`src/design/nlsc_pkg.sv`:
```
// ----------------------------------------------------------------------------
// nlsc_pkg
// Shared types and constants of the name list checker: words on both
// channels, the parser phase, error codes, special characters and the
// command that the parser sends to the row of name cells.
// ----------------------------------------------------------------------------
package nlsc_pkg;

  typedef struct packed {
    logic [7:0] ch;
    logic       has_char;
    logic       last;
  } in_word_t;

  typedef struct packed {
    logic       done_res;
    logic       accepted;
    logic [3:0] error_code;
    logic [4:0] name_count;
    logic       name_done;
  } out_word_t;

  typedef enum logic [2:0] {
    PH_PRE,
    PH_OPEN,
    PH_QUOTE,
    PH_NAME,
    PH_AFTER,
    PH_TAIL
  } phase_t;

  localparam logic [3:0] ERR_NONE      = 4'd0;
  localparam logic [3:0] ERR_EMPTY     = 4'd1;
  localparam logic [3:0] ERR_NO_OPEN   = 4'd2;
  localparam logic [3:0] ERR_NO_QUOTE  = 4'd3;
  localparam logic [3:0] ERR_UNCLOSED  = 4'd4;
  localparam logic [3:0] ERR_BAD_NAME  = 4'd5;
  localparam logic [3:0] ERR_DUPLICATE = 4'd6;
  localparam logic [3:0] ERR_NO_SEP    = 4'd7;
  localparam logic [3:0] ERR_TRAILING  = 4'd8;
  localparam logic [3:0] ERR_OVERFLOW  = 4'd9;

  localparam logic [7:0] CH_LBRACKET = 8'h5b;
  localparam logic [7:0] CH_RBRACKET = 8'h5d;
  localparam logic [7:0] CH_QUOTE    = 8'h22;
  localparam logic [7:0] CH_COMMA    = 8'h2c;
  localparam logic [7:0] CH_DASH     = 8'h2d;
  localparam logic [7:0] CH_SPACE    = 8'h20;
  localparam logic [7:0] CH_TAB      = 8'h09;

  // command broadcast to every name cell
  typedef struct packed {
    logic       clear;
    logic       open;
    logic       cmp;
    logic       commit;
    logic [7:0] ch;
  } cell_cmd_t;

endpackage

```
`src/design/nlsc_parser.sv`:
```
// ----------------------------------------------------------------------------
// nlsc_parser
// Syntax state machine: phase, first error, name length and flags, name
// count. Drives the cell row and forms the result word of each input word.
// ----------------------------------------------------------------------------
module nlsc_parser #(
  parameter int MAX_NAMES = 16,
  parameter int MAX_NAME_LEN = 32,
  parameter int LW = 6,
  parameter int CW = 5
) (
  input  logic                 clk,
  input  logic                 rst_n,
  input  logic                 fire,
  input  nlsc_pkg::in_word_t   in_word,
  input  logic                 dup,
  output nlsc_pkg::cell_cmd_t  cmd,
  output logic [LW-1:0]        cur_len,
  output logic [LW-1:0]        rd_len,
  output nlsc_pkg::out_word_t  res
);
  import nlsc_pkg::*;

  phase_t        phase_r, phase_nxt;
  logic [3:0]    err_r, err_nxt, err_fin;
  logic          seen_r, seen_nxt;
  logic [LW-1:0] len_r, len_nxt;
  logic          bad_r, bad_nxt;
  logic          dash_r, dash_nxt;
  logic [CW-1:0] count_r, count_nxt;
  logic          ev_open, ev_cmp, ev_commit, ev_clear;
  logic [7:0]    c;
  logic          blank;

  assign c     = in_word.ch;
  assign blank = c inside {CH_SPACE, CH_TAB};

  // next state
  always_comb begin
    phase_nxt = phase_r;
    err_nxt   = err_r;
    seen_nxt  = seen_r;
    len_nxt   = len_r;
    bad_nxt   = bad_r;
    dash_nxt  = dash_r;
    count_nxt = count_r;
    ev_open   = 1'b0;
    ev_cmp    = 1'b0;
    ev_commit = 1'b0;
    ev_clear  = 1'b0;
    err_fin   = err_r;
    if (fire && in_word.has_char) begin
      seen_nxt = 1'b1;
      if (err_r == ERR_NONE) begin
        case (phase_r)
          PH_PRE: begin
            if (c == CH_LBRACKET) phase_nxt = PH_OPEN;
            else if (!blank) err_nxt = ERR_NO_OPEN;
          end
          PH_OPEN, PH_QUOTE: begin
            if (phase_r == PH_OPEN && c == CH_RBRACKET) phase_nxt = PH_TAIL;
            else if (c == CH_QUOTE) ev_open = 1'b1;
            else if (!blank) err_nxt = ERR_NO_QUOTE;
          end
          PH_NAME: begin
            if (c == CH_QUOTE) begin
              if (len_r == '0 || bad_r || dash_r) err_nxt = ERR_BAD_NAME;
              else if (dup) err_nxt = ERR_DUPLICATE;
              else if (count_r >= CW'(MAX_NAMES)) err_nxt = ERR_OVERFLOW;
              else begin
                ev_commit = 1'b1;
                count_nxt = count_r + CW'(1);
                phase_nxt = PH_AFTER;
              end
            end else if (len_r >= LW'(MAX_NAME_LEN)) begin
              err_nxt = ERR_OVERFLOW;
            end else begin
              ev_cmp  = 1'b1;
              len_nxt = len_r + LW'(1);
              if (c == CH_DASH) begin
                if (len_r == '0 || dash_r) bad_nxt = 1'b1;
                dash_nxt = 1'b1;
              end else if (c inside {[8'h61:8'h7a], [8'h30:8'h39]}) begin
                dash_nxt = 1'b0;
              end else begin
                bad_nxt = 1'b1;
              end
            end
          end
          PH_AFTER: begin
            if (c == CH_COMMA) phase_nxt = PH_QUOTE;
            else if (c == CH_RBRACKET) phase_nxt = PH_TAIL;
            else if (!blank) err_nxt = ERR_NO_SEP;
          end
          default: begin
            if (!blank) err_nxt = ERR_TRAILING;
          end
        endcase
      end
    end
    if (ev_open) begin
      len_nxt   = '0;
      bad_nxt   = 1'b0;
      dash_nxt  = 1'b0;
      phase_nxt = PH_NAME;
    end
    err_fin = err_nxt;
    if (fire && in_word.last) begin
      if (err_nxt == ERR_NONE) begin
        if (!seen_nxt) err_fin = ERR_EMPTY;
        else begin
          case (phase_nxt)
            PH_PRE:            err_fin = ERR_NO_OPEN;
            PH_OPEN, PH_QUOTE: err_fin = ERR_NO_QUOTE;
            PH_NAME:           err_fin = ERR_UNCLOSED;
            PH_AFTER:          err_fin = ERR_NO_SEP;
            default:           err_fin = ERR_NONE;
          endcase
        end
      end
      ev_clear = 1'b1;
    end
  end

  // outputs
  always_comb begin
    cmd.clear  = ev_clear;
    cmd.open   = ev_open;
    cmd.cmp    = ev_cmp;
    cmd.commit = ev_commit;
    cmd.ch     = c;
    cur_len    = len_r;
    rd_len     = ev_clear ? '0 : len_nxt;
    res.done_res   = in_word.last;
    res.accepted   = in_word.last && (err_fin == ERR_NONE);
    res.error_code = err_fin;
    res.name_count = 5'(count_nxt);
    res.name_done  = ev_commit;
  end

  always_ff @(posedge clk) begin
    if (!rst_n || ev_clear) begin
      phase_r <= PH_PRE;
      err_r   <= ERR_NONE;
      seen_r  <= 1'b0;
      len_r   <= '0;
      bad_r   <= 1'b0;
      dash_r  <= 1'b0;
      count_r <= '0;
    end else begin
      phase_r <= phase_nxt;
      err_r   <= err_nxt;
      seen_r  <= seen_nxt;
      len_r   <= len_nxt;
      bad_r   <= bad_nxt;
      dash_r  <= dash_nxt;
      count_r <= count_nxt;
    end
  end

endmodule

```
`config.mk`:
```
export PLATFORM = sky130hd
export DESIGN_NAME = nlsc_parser
export DESIGN_NICKNAME = d
export VERILOG_FILES = /design/src/design/nlsc_pkg.sv /design/src/design/nlsc_parser.sv
export SDC_FILE = /design/constraint.sdc
export NUM_CORES = 1
export LEC_CHECK = 0
export BUFFER_PORTS_ARGS = -buffer_cell sky130_fd_sc_hd__buf_2
export CORE_ASPECT_RATIO = 1.25
export CORE_MARGIN = 5
export CORE_UTILIZATION = 25
export CTS_BUF_LIST = sky130_fd_sc_hd__clkbuf_16
export CTS_CLUSTER_SIZE = 25
export DETAILED_ROUTE_END_ITERATION = 10
export PLACE_DENSITY = 0.45
export SETUP_SLACK_MARGIN = 0.1
export SYNTH_ARGS = -nofsm -noshare
export SYNTH_HDL_FRONTEND = slang
export SYNTH_SLANG_ARGS = --single-unit
```
`constraint.sdc`:
```
create_clock -name clk -period 6.2 [get_ports clk]
set_input_delay 1.24 -clock clk [delete_from_list [all_inputs] [get_ports clk]]
set_output_delay 1.24 -clock clk [all_outputs]
set_load 0.005 [all_outputs]
```
== Yosys cells after proc, flatten, opt, wreduce, memory -nomap -nowiden ==
Cells that the tools add are included.

* Word-level logic and storage cells: 130
* Register bits after elaboration: 21
* Input bits: 14

* Eq/ne operators: 17
* Add/sub/neg operators: 2
* Bitwise operators: 2
* Multiplexer cells: 71
* Reductions and logical operators: 25
* $lt $le $gt $ge: 6

{| class="wikitable"
|+ Operators with widths
! kind !! count
|-
| 4-bit two-way mux || 18
|-
| 6-bit two-way mux || 7
|-
| 3-bit two-way mux || 12
|-
| 5-bit two-way mux || 7
|-
| 8-bit by 6-bit equality test with 1-bit output, second input constant || 4
|-
| 1-bit two-way mux || 24
|-
| 3-bit case mux with 4 select lines || 2
|-
| 8-bit by 7-bit equality test with 1-bit output, second input constant || 2
|-
| 4-bit case mux with 4 select lines || 1
|-
| 3-bit by 2-bit equality test with 1-bit output, second input constant || 4
|-
| 4-bit zero test || 3
|-
| 8-bit by 4-bit equality test with 1-bit output, second input constant || 1
|-
| 8-bit by 6-bit >= comparator with 1-bit output, second input constant || 1
|-
| 8-bit by 7-bit >= comparator with 1-bit output, second input constant || 1
|-
| 8-bit by 6-bit <= comparator with 1-bit output, second input constant || 1
|-
| 8-bit by 7-bit <= comparator with 1-bit output, second input constant || 1
|-
| 7-bit AND reduction || 1
|-
| 6-bit by 1-bit adder with 6-bit output, second input constant || 1
|-
| 3-bit by 1-bit equality test with 1-bit output, second input constant || 2
|-
| 3-bit equality test, second input constant || 2
|-
| 6-bit >= comparator, second input constant || 1
|-
| 1-bit logical AND || 6
|-
| 3-bit zero test || 2
|-
| 6-bit zero test || 1
|-
| 10 further kinds || 18
|}

== Depth between registers and ports, before layout ==
* Depth after elaboration: 17
* Depth in mapped cells: 9

== Worst setup path after synthesis ==
Ideal clock, no wire load.

* Kind: input-to-output
* From: input port in_word[4] (netlist bit)
* To: output port res[10] (netlist bit)
* Slack: 1.739 ns
* Stages on the path: 9
* Data arrival time: 3.221 ns
* Required time: 4.960 ns
* Path through: buf_6 > nor4b_2 > nand2_4 > or4_4 > clkinv_4 > a211oi_2 > a2111oi_2 > nor3_2 > nor4b_2

{| class="wikitable"
|+ RTL lines
! what !! line !! source
|-
| from (decl) || nlsc_parser.sv:15 || <nowiki>input nlsc_pkg::in_word_t in_word,</nowiki>
|-
| to (decl) || nlsc_parser.sv:20 || <nowiki>output nlsc_pkg::out_word_t res</nowiki>
|}

==> results by group <==
Place
  • PortBufs: just under 50
  • DP Wirelength: 4030 um
  • Worst slack at placement: 1.35 ns
  • DP Cell Count: about 340
  • Final GP Congestion: 0.809

Finish
  • Layout cells sized above 1: between 20 and 30%
  • N_diodes: 0
  • Register area: 420 um2
  • Post-layout nets: 274
  • Non-filler cells, final: 345
  • Area grow syn2layout: 16.7%
  • Fill cell count: between 700 and 800
  • Multi-input logic area: 1180 um2
  • Post-layout util: 29.9%

Routing
  • DR vias/cell: 4.97
  • Drt initial violations: 104
  • Antenna Nets Post-Route: 0
  • Final wirelength: ~5000 um
  • Pre-antenna DRT Iters: 4
  • WL/cell: 14.3 um
  • Routed via count: 1,714
  • Residual DRC count: 0

Synth
  • Post-synthesis sequential area ratio: 23.5%
  • Net Count, Synth: between 200 and 250
  • Count of different cell masters after synthesis: a little under 70
  • Ys async rst share: 0%
  • Syn Area/Cell: about 8.1 um2
  • Ys Warns: 0
  • Yosys top cell area share: a little under a quarter
  • Top FF cell, synth: dfxtp_1
  • Number of synthesized flops with an enable pin: 0
  • Most common cell in the netlist: nor2_1
  • Synth Register Bits: 21
  • List of most frequent post-synthesis cells: nor2_1 (29), dfxtp_1 (21), nand2_1 (16)
  • Synth area leaders: dfxtp_1 (23%), nor2_1 (6.1%), buf_4 (5.9%)
  • Synthesized area: 1790 um2
  • Synth Instances: around 220
  • Dominant cell type by area after synthesis: dfxtp_1

Clocking
  • Cts repair resizes: 0
  • Hold buffers post-CTS: 0
  • Clk Latency, worst-skew pair: 0.26 ns
  • Setup bufs post-CTS: 0
  • Clock root buffer: clkbuf_16
  • Clock transition at the registers of the reported paths: 0.06 ns
  • Clock Sinks: 21
  • Htree depth: 1
  • CTS Buf Count: 3
  • CTS tree: built
  • Clock buffer depth: 2

Worst setup path
  • CP startpoint kind: input pin
  • Worst EP required: a little under 5 ns
  • Worst reg-to-reg path cell count: 7
  • Register-to-register setup slack: 3.85 ns
  • CP Class: input pin to output pin
  • CP cell instances: buf_2, nor4bb_1, a2111oi_2, a32o_1, a2111oi_0, a41oi_1, nor3_2, nor4b_2, buf_2
  • Slowest stage cell on the critical path: a2111oi_0
  • Worst r2r src: phase_r[1]
  • Largest stage delay, worst path: 0.69 ns
  • WP buf/inv: 2
  • WP data arrival: between 3 and 4 ns
  • Worst flop-to-flop path endpoint: cur_len[4]
  • CP endpoint kind: output pin
  • Cell mode on critical path: buf_2
  • CP Max Fanout: 11
  • Top delay family on crit path: compound AO/OA/AOI/OAI gates

Worst hold path
  • Hold path start: seen_r
  • Hold crit path type: flip-flop to flip-flop
  • Hold path depth: 2
  • Worst-case hold path end point: seen_r

Floorplanning
  • # rows: 34
  • Die H: 105 um
  • Width of the die: 85.7 um
  • Core ar.: about 7000 um2
  • Starting Density: 25.6%
  • DIE AREA: 8960 um2
  • Top Ports: 50

Timing
  • Fmax: 0.203 GHz
  • Slew Viols, Final: 0
  • Worst-Margin Slew: approximately 0.7 ns
  • Setup slack after layout: 1.27 ns
  • TNS Setup: 0 ns
  • Rel. slew slack: 51.4%
  • Fin crit share: 79.5%
  • Worst Skew: between 0.005 and 0.006 ns
  • RSZ-0062 raised after global routing: no
  • Final hold vios: 0
  • Tmin final: 4.93 ns
  • Setup violators final: 0

Power
  • Sw frac: between 20% and 30%
  • Switch Pwr: roughly 83 uW
  • Worst vdd ir: 0.131 mV
  • Leak pwr: a little under 0.0009 uW
  • Proportion of power drawn by the clock network: 41.9%
  • Logic pwr share: between 10% and 20%
  • Power, Total: 328 uW
  • Sequential power share: 42.1%
  • P_int: 245 uW
  • PwrDens: 157 nW/um2

Run status
  • Status: finished clean

Global route
  • Vias in the first global route: between 1,500 and 2,000
  • GRT Total Usage: a little over a tenth
  • Largest net degree at the start of global routing: 15
  • Gr ovfl total: 0
  • Global-route wire length before repair: 8070 um
  • Antenna violations before repair: 0

Run
  • Max-cap violations: 0
## stage by stage
step           hold slack [ns]  area, um2
2_1_floorplan            0.455       1790
3_3_place_gp             0.476       2010
3_5_place_dp             0.483       2010
4_1_cts                  0.503       2090
5_1_grt                  0.537       2090
6_report                 0.507       2090
## routing by layer
metal | GRT usage, % | routed length, um
met5 | 0 | 0
met4 | 3.73 | 85
met3 | 1.18 | 205
met2 | 19.7 | 2530
met1 | 13.3 | 2120
## worst max path at each step
stage | endpoint | start | slack (ns) | cells past startpoint
global placement | res[10] | in_word[2] | 1.35 | 10
global route | res[10] | in_word[4] | 1.02 | 9
detailed placement | res[10] | in_word[4] | 1.35 | 9
floorplan | res[10] | in_word[4] | 1.74 | 9
finish | res[10] | in_word[4] | 1.27 | 9
CTS | res[10] | in_word[4] | 1.26 | 9
## layout make-up
type,instances,share of cell area (%)
multi-input cells,169,56.5
clock buffers,3,3.59
inverters,12,2.40
well taps,90,5.39
flip-flops and latches,21,20.1
repair buffers,49,11.7
clock inverters,1,0.240
## worst min-delay path, stage by stage (launching register included)
cell and delay (ns):
dfxtp_1 0.32, nor2_1 0.06, nor2_1 0.09
## flip-flops by register name, summed over array words and instances, names as in the netlist
signal / flops
dash_r: 1
count_r: 5
seen_r: 1
phase_r: 3
err_r: 4
bad_r: 1
cur_len: 6
## cell families (layout without fill, tap and decap cells)
kind of cell | count (synthesis) | in the layout | share of synthesized area, %
mux | 1 | 1 | 0.559
flops | 21 | 21 | 23.5
xor+xnor | 8 | 8 | 3.92
buf+inv | 32 | 65 | 10.6
fa+ha+maj | 4 | 4 | 2.80
simple gates | 103 | 103 | 34.5
compound gates | 53 | 53 | 24.2
## placed cells by master (no fill, tap or decap), types with 2 or more instances in the layout
| cell type | synthesis | routed |
|---|---|---|
| buf_2 | 3 | 49 |
| nor2_1 | 29 | 29 |
| dfxtp_1 | 21 | 21 |
| nand2_1 | 16 | 16 |
| inv_1 | 11 | 11 |
| nand3_1 | 10 | 10 |
| xnor2_1 | 6 | 6 |
| o21ai_0 | 6 | 6 |
| nor2b_1 | 6 | 6 |
| o21a_1 | 5 | 5 |
| nor3_1 | 5 | 5 |
| a21oi_1 | 5 | 5 |
| and2_1 | 4 | 4 |
| nor4_1 | 4 | 4 |
| ha_1 | 4 | 4 |
| o41ai_1 | 3 | 3 |
| nor3_2 | 3 | 3 |
| nand2b_1 | 3 | 3 |
| clkbuf_16 | 0 | 3 |
| nor4b_2 | 2 | 2 |
| or4_4 | 2 | 2 |
| or4b_1 | 2 | 2 |
| o31ai_1 | 2 | 2 |
| a2111oi_2 | 2 | 2 |
| and3b_1 | 2 | 2 |
| a31oi_1 | 2 | 2 |
| a32oi_1 | 2 | 2 |
| a41oi_1 | 2 | 2 |
| o41a_1 | 2 | 2 |
| a211oi_1 | 2 | 2 |
| nand4_1 | 2 | 2 |
| xor2_1 | 2 | 2 |
## power by group through the flow
| stage | clock, uW | sequential, uW | combinational, uW |
|---|---|---|---|
| after floorplan | 0 | 140 | 37.8 |
| after global placement | 0 | 141 | 52.7 |
| after detailed placement | 0 | 141 | 52.6 |
| after CTS | 141 | 138 | 53.0 |
| after global routing | 147 | 138 | 57.6 |
| final | 137 | 138 | 52.4 |
No activity file was read; power rests on OpenSTA's default activity.
